**config.mk**
```make
export PLATFORM = sky130hd
export DESIGN_NAME = pairwise_distance_matrix_top
export DESIGN_NICKNAME = d
export VERILOG_FILES = /design/src/rtl/core/dmat_pkg.sv /design/src/rtl/core/dmat_ram.sv /design/src/rtl/core/dmat_sq.sv /design/src/rtl/core/dmat_sqrt.sv /design/src/rtl/core/pairwise_distance_matrix_top.sv
export VERILOG_INCLUDE_DIRS = /design/src /design/src/rtl/core
export SDC_FILE = /design/constraint.sdc
export NUM_CORES = 2
export LEC_CHECK = 0
export BUFFER_PORTS_ARGS = -buffer_cell sky130_fd_sc_hd__buf_2
export CAP_MARGIN = 10
export CELL_PAD_IN_SITES_DETAIL_PLACEMENT = 0
export CELL_PAD_IN_SITES_GLOBAL_PLACEMENT = 1
export CORE_MARGIN = 3
export CORE_UTILIZATION = 55
export DETAILED_ROUTE_END_ITERATION = 7
export GPL_TIMING_DRIVEN = 1
export PLACE_DENSITY = 0.9
export SETUP_SLACK_MARGIN = 0.05
export SYNTH_ARGS = -nofsm -noshare
export SYNTH_HDL_FRONTEND = slang
export SYNTH_SLANG_ARGS = --single-unit
```
**constraint.sdc**
```tcl
create_clock -name clk -period 4.55 [get_ports clk]
set_clock_uncertainty 0.15 [all_clocks]
set_input_delay 1.1375 -clock clk [delete_from_list [all_inputs] [get_ports clk]]
set_output_delay 1.1375 -clock clk [all_outputs]
set_load 0.005 [all_outputs]
```
**src/rtl/core/assert_macros.svh**
```systemverilog
// Assertion macros shared by the distance matrix RTL.
`ifndef ASSERT_MACROS_SVH
`define ASSERT_MACROS_SVH
`ifndef NO_ASSERTIONS
`define ASSERT_CLK(lbl, prop) \
  lbl: assert property (@(posedge clk) disable iff (rst) (prop)) \
    else $error("%m: check failed");
`define ASSERT_NORST(lbl, prop) \
  lbl: assert property (@(posedge clk) (prop)) else $error("%m: check failed");
`else
`define ASSERT_CLK(lbl, prop)
`define ASSERT_NORST(lbl, prop)
`endif
`endif

```
**src/rtl/core/dmat_pkg.sv**
```systemverilog
// Constants, payload types and state encoding of the distance matrix block.
package dmat_pkg;

  localparam int POINTS     = 64;
  localparam int COORD_BITS = 16;

  localparam int IDX_W      = 6;
  localparam int COL_W      = 6;
  localparam int IN_COORD_W = 16;
  localparam int DIST_W     = 25;
  localparam int PC_W       = 7;

  localparam int PT_AW      = (POINTS > 1) ? $clog2(POINTS) : 1;
  localparam int CNT_W      = $clog2(POINTS + 1);
  localparam int MAG_BITS   = COORD_BITS + 1;
  localparam int PROD_BITS  = 2 * MAG_BITS;
  localparam int FRAC_SHIFT = 16;
  localparam int RAD_W      = 2 * DIST_W;
  localparam int SAT_BIT    = RAD_W - FRAC_SHIFT;
  localparam int SQ_BITS    = (PROD_BITS + 1 > SAT_BIT + 1) ? PROD_BITS + 1 : SAT_BIT + 1;
  localparam int SQ_CNT_W   = $clog2(MAG_BITS + 1);
  localparam int RT_CNT_W   = $clog2(DIST_W + 1);
  localparam int PT_W       = 2 * COORD_BITS;

  localparam int APB_AW = 2;
  localparam int APB_DW = 32;

  localparam logic [APB_AW-1:0] REG_POINT_COUNT = '0;
  localparam logic [PC_W-1:0]   PC_RESET        = 7'd64;

  localparam logic OP_LOAD = 1'b0;
  localparam logic OP_ROW  = 1'b1;

  typedef struct packed {
    logic                  op;
    logic [IDX_W-1:0]      index;
    logic [IN_COORD_W-1:0] x_coord;
    logic [IN_COORD_W-1:0] y_coord;
  } req_t;

  typedef struct packed {
    logic [DIST_W-1:0] distance;
    logic [COL_W-1:0]  column;
    logic              last;
    logic              row_error;
  } rsp_t;

  typedef enum logic [2:0] {
    ST_IDLE,
    ST_ROWRD,
    ST_COLRD,
    ST_SQ,
    ST_ROOT
  } state_t;

endpackage

```
**src/rtl/core/dmat_ram.sv**
```systemverilog
// Generic simple dual-port RAM with registered read.
module dmat_ram #(
  parameter int WIDTH = 32,
  parameter int DEPTH = 64
) (
  input  logic                     clk,
  input  logic                     we,
  input  logic [$clog2(DEPTH)-1:0] waddr,
  input  logic [WIDTH-1:0]         wdata,
  input  logic [$clog2(DEPTH)-1:0] raddr,
  output logic [WIDTH-1:0]         rdata
);

  logic [WIDTH-1:0] mem [DEPTH];

  always_ff @(posedge clk) begin
    if (we) begin
      mem[waddr] <= wdata;
    end
    rdata <= mem[raddr];
  end

endmodule

```
**src/rtl/core/dmat_sq.sv**
```systemverilog
// Bit-serial squarer: one multiplier bit per cycle, shift-add.
module dmat_sq (
  input  logic                            clk,
  input  logic                            rst,
  input  logic                            load,
  input  logic [dmat_pkg::MAG_BITS-1:0]   operand,
  output logic                            done,
  output logic [dmat_pkg::PROD_BITS-1:0]  product
);

  logic [dmat_pkg::PROD_BITS-1:0] acc;
  logic [dmat_pkg::MAG_BITS-1:0]  mcand;
  logic [dmat_pkg::SQ_CNT_W-1:0]  cnt;
  logic                           run;
  logic [dmat_pkg::MAG_BITS:0]    upper_sum;
  logic [dmat_pkg::PROD_BITS:0]   acc_wide;

  always_comb begin
    upper_sum = {1'b0, acc[dmat_pkg::PROD_BITS-1:dmat_pkg::MAG_BITS]}
              + (acc[0] ? {1'b0, mcand} : '0);
    acc_wide  = {upper_sum, acc[dmat_pkg::MAG_BITS-1:0]};
  end

  always_ff @(posedge clk) begin
    if (rst) begin
      run  <= 1'b0;
      done <= 1'b0;
    end else begin
      done <= run && (cnt == dmat_pkg::SQ_CNT_W'(1));
      if (load) begin
        run <= 1'b1;
      end else if (run && (cnt == dmat_pkg::SQ_CNT_W'(1))) begin
        run <= 1'b0;
      end
    end
  end

  always_ff @(posedge clk) begin
    if (load) begin
      acc   <= dmat_pkg::PROD_BITS'(operand);
      mcand <= operand;
      cnt   <= dmat_pkg::SQ_CNT_W'(dmat_pkg::MAG_BITS);
    end else if (run) begin
      acc <= acc_wide[dmat_pkg::PROD_BITS:1];
      cnt <= cnt - dmat_pkg::SQ_CNT_W'(1);
    end
  end

  assign product = acc;

endmodule

```
**src/rtl/core/dmat_sqrt.sv**
```systemverilog
// Bit-serial square root of the sum as a Q.8 result, one root bit per cycle, saturating.
module dmat_sqrt (
  input  logic                          clk,
  input  logic                          rst,
  input  logic                          load,
  input  logic [dmat_pkg::SQ_BITS-1:0]  sum,
  output logic                          done,
  output logic [dmat_pkg::DIST_W-1:0]   root
);

  logic [dmat_pkg::RAD_W-1:0]    rad;
  logic [dmat_pkg::DIST_W+1:0]   rem;
  logic [dmat_pkg::RT_CNT_W-1:0] cnt;
  logic                          run;
  logic                          sat;
  logic [dmat_pkg::DIST_W+1:0]   rem_sh;
  logic [dmat_pkg::DIST_W+1:0]   trial;
  logic                          fit;

  always_comb begin
    sat    = |sum[dmat_pkg::SQ_BITS-1:dmat_pkg::SAT_BIT];
    rem_sh = {rem[dmat_pkg::DIST_W-1:0], rad[dmat_pkg::RAD_W-1 -: 2]};
    trial  = {root, 2'b01};
    fit    = (rem_sh >= trial);
  end

  always_ff @(posedge clk) begin
    if (rst) begin
      run  <= 1'b0;
      done <= 1'b0;
    end else begin
      done <= (load && sat) || (run && (cnt == dmat_pkg::RT_CNT_W'(1)));
      if (load) begin
        run <= !sat;
      end else if (run && (cnt == dmat_pkg::RT_CNT_W'(1))) begin
        run <= 1'b0;
      end
    end
  end

  always_ff @(posedge clk) begin
    if (load) begin
      rad  <= {sum[dmat_pkg::SAT_BIT-1:0], dmat_pkg::FRAC_SHIFT'(0)};
      rem  <= '0;
      root <= sat ? '1 : '0;
      cnt  <= dmat_pkg::RT_CNT_W'(dmat_pkg::DIST_W);
    end else if (run) begin
      rad  <= rad << 2;
      rem  <= fit ? (rem_sh - trial) : rem_sh;
      root <= {root[dmat_pkg::DIST_W-2:0], fit};
      cnt  <= cnt - dmat_pkg::RT_CNT_W'(1);
    end
  end

endmodule

```
**src/rtl/core/pairwise_distance_matrix_top.sv**
```systemverilog
// Top level of the pairwise Euclidean distance matrix block.
//
//   channel  | handshake                      | payload
//   request  | start, busy (taken: start&!busy) | req    (dmat_pkg::req_t)
//   result   | result_valid, one-cycle strobe | result (dmat_pkg::rsp_t)
//   config   | APB psel/penable/pwrite, pready=1 | paddr, pwdata, prdata
//
// A load request leaves busy low.
// A row request holds busy until its last column result, at COORD_BITS 16
// (per column: one RAM read, 17 squarer steps, 25 root steps, two handoffs).
// An out-of-range row gives its error result in the cycle after the request.
// Synchronous reset clears control and sets point_count to 64; stores are not cleared.
// Results cannot be stalled; each strobe lasts one cycle.
`include "assert_macros.svh"

module pairwise_distance_matrix_top (
  input  logic                         clk,
  input  logic                         rst,
  input  logic                         start,
  output logic                         busy,
  input  dmat_pkg::req_t               req,
  output logic                         result_valid,
  output dmat_pkg::rsp_t               result,
  input  logic                         psel,
  input  logic                         penable,
  input  logic                         pwrite,
  input  logic [dmat_pkg::APB_AW-1:0]  paddr,
  input  logic [dmat_pkg::APB_DW-1:0]  pwdata,
  output logic [dmat_pkg::APB_DW-1:0]  prdata,
  output logic                         pready
);

  dmat_pkg::state_t state;
  dmat_pkg::state_t state_next;

  logic [dmat_pkg::PC_W-1:0]       point_count;
  logic [dmat_pkg::PC_W-1:0]       pc_clamp;
  logic [dmat_pkg::CNT_W-1:0]      n_act;
  logic [dmat_pkg::PT_AW-1:0]      col;
  logic                            col_last;
  logic [dmat_pkg::COORD_BITS-1:0] xi;
  logic [dmat_pkg::COORD_BITS-1:0] yi;
  logic [dmat_pkg::COORD_BITS-1:0] xj;
  logic [dmat_pkg::COORD_BITS-1:0] yj;

  logic accept;
  logic row_ok;
  logic row_go;
  logic col_adv;
  logic cfg_wr;

  logic                         ram_we;
  logic [dmat_pkg::PT_W-1:0]    ram_wdata;
  logic [dmat_pkg::PT_AW-1:0]   raddr;
  logic [dmat_pkg::PT_W-1:0]    rdata;

  logic                           sq_load;
  logic [dmat_pkg::MAG_BITS-1:0]  dx;
  logic [dmat_pkg::MAG_BITS-1:0]  dy;
  logic [dmat_pkg::PROD_BITS-1:0] px;
  logic [dmat_pkg::PROD_BITS-1:0] py;
  logic                           sqx_done;
  logic                           sqy_done;
  logic [dmat_pkg::SQ_BITS-1:0]   sum;
  logic                           rt_load;
  logic                           rt_done;
  logic [dmat_pkg::DIST_W-1:0]    root;

  logic           res_valid_next;
  dmat_pkg::rsp_t res_next;

  function automatic logic [dmat_pkg::COORD_BITS-1:0] to_coord(
    input logic [dmat_pkg::IN_COORD_W-1:0] f
  );
    logic [dmat_pkg::IN_COORD_W+dmat_pkg::COORD_BITS-1:0] w;
    w = {dmat_pkg::COORD_BITS'(0), f};
    return w[dmat_pkg::COORD_BITS-1:0];
  endfunction

  function automatic logic [dmat_pkg::MAG_BITS-1:0] absdiff(
    input logic [dmat_pkg::COORD_BITS-1:0] a,
    input logic [dmat_pkg::COORD_BITS-1:0] b
  );
    logic signed [dmat_pkg::MAG_BITS-1:0] ea;
    logic signed [dmat_pkg::MAG_BITS-1:0] eb;
    logic signed [dmat_pkg::MAG_BITS-1:0] d;
    ea = dmat_pkg::MAG_BITS'($signed(a));
    eb = dmat_pkg::MAG_BITS'($signed(b));
    d  = ea - eb;
    return d[dmat_pkg::MAG_BITS-1] ? dmat_pkg::MAG_BITS'(-d) : dmat_pkg::MAG_BITS'(d);
  endfunction

  assign busy   = (state != dmat_pkg::ST_IDLE);
  assign accept = start && !busy;
  assign pready = 1'b1;
  assign cfg_wr = psel && penable && pwrite && pready;
  assign prdata = (paddr == dmat_pkg::REG_POINT_COUNT) ? dmat_pkg::APB_DW'(point_count) : '0;

  assign pc_clamp = (point_count > dmat_pkg::PC_W'(dmat_pkg::POINTS))
                  ? dmat_pkg::PC_W'(dmat_pkg::POINTS) : point_count;
  assign row_ok   = dmat_pkg::PC_W'(req.index) < pc_clamp;
  assign col_last = (dmat_pkg::CNT_W'(col) + dmat_pkg::CNT_W'(1)) == n_act;

  assign ram_we    = accept && (req.op == dmat_pkg::OP_LOAD)
                  && (dmat_pkg::PC_W'(req.index) < dmat_pkg::PC_W'(dmat_pkg::POINTS));
  assign ram_wdata = {to_coord(req.x_coord), to_coord(req.y_coord)};

  assign xj  = rdata[dmat_pkg::PT_W-1:dmat_pkg::COORD_BITS];
  assign yj  = rdata[dmat_pkg::COORD_BITS-1:0];
  assign dx  = absdiff(xi, xj);
  assign dy  = absdiff(yi, yj);
  assign sum = dmat_pkg::SQ_BITS'(px) + dmat_pkg::SQ_BITS'(py);

  dmat_ram #(
    .WIDTH (dmat_pkg::PT_W),
    .DEPTH (dmat_pkg::POINTS)
  ) u_store (
    .clk   (clk),
    .we    (ram_we),
    .waddr (req.index[dmat_pkg::PT_AW-1:0]),
    .wdata (ram_wdata),
    .raddr (raddr),
    .rdata (rdata)
  );

  dmat_sq u_sq_x (
    .clk     (clk),
    .rst     (rst),
    .load    (sq_load),
    .operand (dx),
    .done    (sqx_done),
    .product (px)
  );

  dmat_sq u_sq_y (
    .clk     (clk),
    .rst     (rst),
    .load    (sq_load),
    .operand (dy),
    .done    (sqy_done),
    .product (py)
  );

  dmat_sqrt u_sqrt (
    .clk  (clk),
    .rst  (rst),
    .load (rt_load),
    .sum  (sum),
    .done (rt_done),
    .root (root)
  );

  always_ff @(posedge clk) begin
    if (rst) begin
      state <= dmat_pkg::ST_IDLE;
    end else begin
      state <= state_next;
    end
  end

  always_comb begin
    state_next         = state;
    sq_load            = 1'b0;
    rt_load            = 1'b0;
    row_go             = 1'b0;
    col_adv            = 1'b0;
    raddr              = col;
    res_valid_next     = 1'b0;
    res_next.distance  = root;
    res_next.column    = dmat_pkg::COL_W'(col);
    res_next.last      = col_last;
    res_next.row_error = 1'b0;
    case (state)
      dmat_pkg::ST_IDLE: begin
        raddr = req.index[dmat_pkg::PT_AW-1:0];
        if (accept && (req.op == dmat_pkg::OP_ROW)) begin
          if (row_ok) begin
            row_go     = 1'b1;
            state_next = dmat_pkg::ST_ROWRD;
          end else begin
            res_valid_next     = 1'b1;
            res_next.distance  = '0;
            res_next.column    = '0;
            res_next.last      = 1'b1;
            res_next.row_error = 1'b1;
          end
        end
      end
      dmat_pkg::ST_ROWRD: begin
        raddr      = col;
        state_next = dmat_pkg::ST_COLRD;
      end
      dmat_pkg::ST_COLRD: begin
        sq_load    = 1'b1;
        state_next = dmat_pkg::ST_SQ;
      end
      dmat_pkg::ST_SQ: begin
        if (sqx_done) begin
          rt_load    = 1'b1;
          state_next = dmat_pkg::ST_ROOT;
        end
      end
      dmat_pkg::ST_ROOT: begin
        raddr = dmat_pkg::PT_AW'(col + dmat_pkg::PT_AW'(1));
        if (rt_done) begin
          res_valid_next = 1'b1;
          if (col_last) begin
            state_next = dmat_pkg::ST_IDLE;
          end else begin
            col_adv    = 1'b1;
            state_next = dmat_pkg::ST_COLRD;
          end
        end
      end
      default: begin
        state_next = dmat_pkg::ST_IDLE;
      end
    endcase
  end

  always_ff @(posedge clk) begin
    if (rst) begin
      result_valid <= 1'b0;
      point_count  <= dmat_pkg::PC_RESET;
      col          <= '0;
      n_act        <= '0;
    end else begin
      result_valid <= res_valid_next;
      if (cfg_wr && (paddr == dmat_pkg::REG_POINT_COUNT)) begin
        point_count <= pwdata[dmat_pkg::PC_W-1:0];
      end
      if (row_go) begin
        col   <= '0;
        n_act <= dmat_pkg::CNT_W'(pc_clamp);
      end else if (col_adv) begin
        col <= dmat_pkg::PT_AW'(col + dmat_pkg::PT_AW'(1));
      end
    end
  end

  always_ff @(posedge clk) begin
    if (res_valid_next) begin
      result <= res_next;
    end
    if (state == dmat_pkg::ST_ROWRD) begin
      xi <= xj;
      yi <= yj;
    end
  end

  `ASSERT_NORST(a_rst_quiet, rst |=> !result_valid && !busy)
  `ASSERT_CLK(a_err_shape, result_valid && result.row_error |-> result.last && result.column == '0)
  `ASSERT_CLK(a_col_range, result_valid && !result.row_error |-> dmat_pkg::PC_W'(result.column) < dmat_pkg::PC_W'(n_act))
  `ASSERT_CLK(a_sq_lockstep, sqx_done |-> sqy_done && state == dmat_pkg::ST_SQ)
  `ASSERT_CLK(a_load_silent, accept && req.op == dmat_pkg::OP_LOAD |=> !busy && !result_valid)
  `ASSERT_CLK(a_last_idle, result_valid && result.last |-> !busy)

endmodule

```
==> run metrics <==
status=completed; FMAX=247 MHz; num ports=147; most used flip-flop cell after synthesis=edfxtp_1; PD cells=525 nW/um2; crit share post-route=89.1%; worst hold path depth=0; Num CTS Buffers=219; final hold vios=0; post-cts sizing count=0; R2R cell count=12; WP data arrival=4580 ps; Setup CP Type=register to register; Hold Path End=yi[10]; H-Tree Depth=4; grt ovf=0; Reg-to-Reg End=u_store.rdata[15]; Post-DRT Antenna Nets=0; WL final=255000 um; Setup WS pre-CTS=131 ps; DR iter-0 viols=7219; Yosys reg bits=2375; placed cell area=104000 um2; Std-Cell Rows=154; TritonRoute pass-1 iters=5; dpl hpwl=142000 um; DRC violations left=0; relative max-transition margin=16.7%; slew at the pin closest to its max-slew limit=1250 ps; area grow syn2layout=13.9%; clk root buf=clkbuf_16; Mapped Cells=5406; setup TNS=0 ps; Power Total=58.4 mW; Tmin final=4050 ps; largest net degree at the start of global routing=86; startpoint types=register; commonest non-fill, non-tap cell in the layout=edfxtp_1; synth warn=0; DIE AREA=183000 um2; multi-input logic area=26700 um2; number of setup buffers added after CTS=0; max-cap violations=0; CTS tree=done; vias in the first global route=55.1k; gr usage total=27.9%; crit path max fanout=21; initial antenna violation count=12; Post-synth EDFFs=2240; vias=54.9k; Seq/Total Area, Yosys=71.6%; RSZ-0062 raised after global routing=no; gp weighted congestion=0.846; Hold Buf Count CTS=0; Max VDD drop=501 uV; routed wire length per instance=30.7 um; share of cells above drive strength 1=23.3%; FF-to-FF Start=col[1]; Die Wd=428 um; Tightest Hold Check Type=register to register; number of fill cells=11.4k; Syn Std Cell Area=97700 um2; WP data required=5080 ps; Crit. End Element=register; commonest non-fill, non-tap cells in the layout=edfxtp_1 (2240), mux4_2 (512), a21oi_1 (290); post-route setup slack=495 ps; Slew Limit Fails=0; Post-synth ARST share=0%; clock sink count=2375; clk_lat worst skew=900 ps; CTS Buffer Depth=3; Reg2Reg Setup Slack=500 ps; first-pass GRT wire length=369000 um; initial core utilization=55.4%; endpoints failing setup=0; Seq. cell area=70000 um2; synth unique cells=80; WHS=240 ps; fin area=111000 um2; syn avg cell area=18.1 um2; PortBufs=95; hold_sp=u_store.rdata[10]; Lkg Pwr=37.1 nW; Post-layout nets=6004; Die H=428 um; core area=176000 um2; Clock transition at path regs=60 ps; Via density=6.60
-- routing by layer --
layer | GRT usage (%) | vias up | share of wire, %
li1 | - | 22500 | -
met1 | 36.0 | 27800 | 34
met2 | 44.8 | 3854 | 49
met3 | 6.09 | 755 | 11
met4 | 15.0 | 6 | 6.1
met5 | 0 | - | 0.011
-- how the worst max path moves through the flow --
stage | from | to | cells past startpoint
floorplan | req[36] | u_store.mem[16][0] | 4
global placement | req[32] | u_store.rdata[24] | 13
detailed placement | req[32] | u_store.rdata[18] | 13
CTS | u_sq_y.product[0] | u_sqrt.root[1] | 13
global route | u_sq_y.product[0] | u_sqrt.root[15] | 13
finish | col[1] | u_store.rdata[15] | 12
-- state kept, by name, indices dropped and copies added (netlist names), 6 cells and up --
name and flops:
xi 16, u_sq_x.product 34, u_sqrt.rem 25, u_sqrt.rad 34
point_count 7, u_sq_y.mcand 17, u_sqrt.root 25, col 6
u_sq_x.mcand 17, u_store.mem 2048, u_store.rdata 32, yi 16
n_act 7, result 33, u_sq_y.product 34
-- report_power, final --
| group | internal [mW] | switching, mW | leakage, nW | total [mW] |
|---|---|---|---|---|
| Combinational | 6.30 | 8.45 | 12.3 | 14.8 |
| Sequential | 24.8 | 0.545 | 21.3 | 25.3 |
| Clock | 10.2 | 8.12 | 3.48 | 18.3 |
| Total | 41.3 | 17.1 | 37.1 | 58.4 |
-- cells in the mapped netlist, drive strengths merged (14+ instances only) --
| master | n | area [um2] |
|---|---|---|
| o31ai | 15 | 118 |
| clkbuf | 175 | 657 |
| nand2b | 30 | 188 |
| xor2 | 44 | 385 |
| nand2 | 142 | 533 |
| and2 | 51 | 319 |
| mux2 | 36 | 409 |
| ha | 141 | 1760 |
| buf | 128 | 682 |
| nor2 | 233 | 875 |
| nor3 | 34 | 170 |
| edfxtp | 2240 | 67300 |
| o21ai | 119 | 599 |
| nand3 | 27 | 135 |
| a21o | 51 | 383 |
| mux2i | 168 | 1680 |
| a211oi | 244 | 1830 |
| nor2b | 154 | 963 |
| dfxtp | 135 | 2700 |
| o21a | 24 | 180 |
| mux4 | 512 | 11500 |
| nand4 | 14 | 87.6 |
| xnor2 | 106 | 936 |
| a21oi | 293 | 1470 |
| inv | 116 | 435 |
-- area by class of cell --
class                      count  share of cell area (%)
tap                         2340                    2.63
timing repair buffer         431                    3.77
clock buffer                 285                    5.24
clock inverter               123                    1.18
sequential                  2375                    62.8
inverter                     116                   0.392
multi-input combinational   2636                    23.9
antenna                        6                  0.0135
-- worst max-delay path: stages, from the launching register on --
cell and delay, ps:
dfxtp_1 560, ha_1 350, mux2i_1 140, nand2_1 100, o21ai_4 210, buf_12 300, buf_4 380, mux4_2 290
mux2i_1 90, a21oi_1 610, a211oi_1 190, buf_4 200, a21oi_1 320
-- stage by stage --
step / util, % / cells
global route: 63.1 / 8307
detailed placement: 59.0 / 7892
floorplan: - / 5430
global placement: 59.0 / 7892
finish: 63.2 / 8312
CTS: 63.1 / 8300
-- logic make-up (layout without fill, tap and decap cells) --
| logic type | after synthesis | after routing | synth area share (%) |
|---|---|---|---|
| compound gates | 843 | 843 | 5.52 |
| xor+xnor | 150 | 150 | 1.35 |
| fa+ha+maj | 146 | 146 | 1.91 |
| buf+inv | 419 | 955 | 1.82 |
| flops | 2375 | 2375 | 71.6 |
| mux | 716 | 716 | 13.9 |
| other cells | 2 | 32 | 0.00768 |
| simple gates | 755 | 755 | 3.88 |
Note: power is estimated with default switching activity, not from simulation.
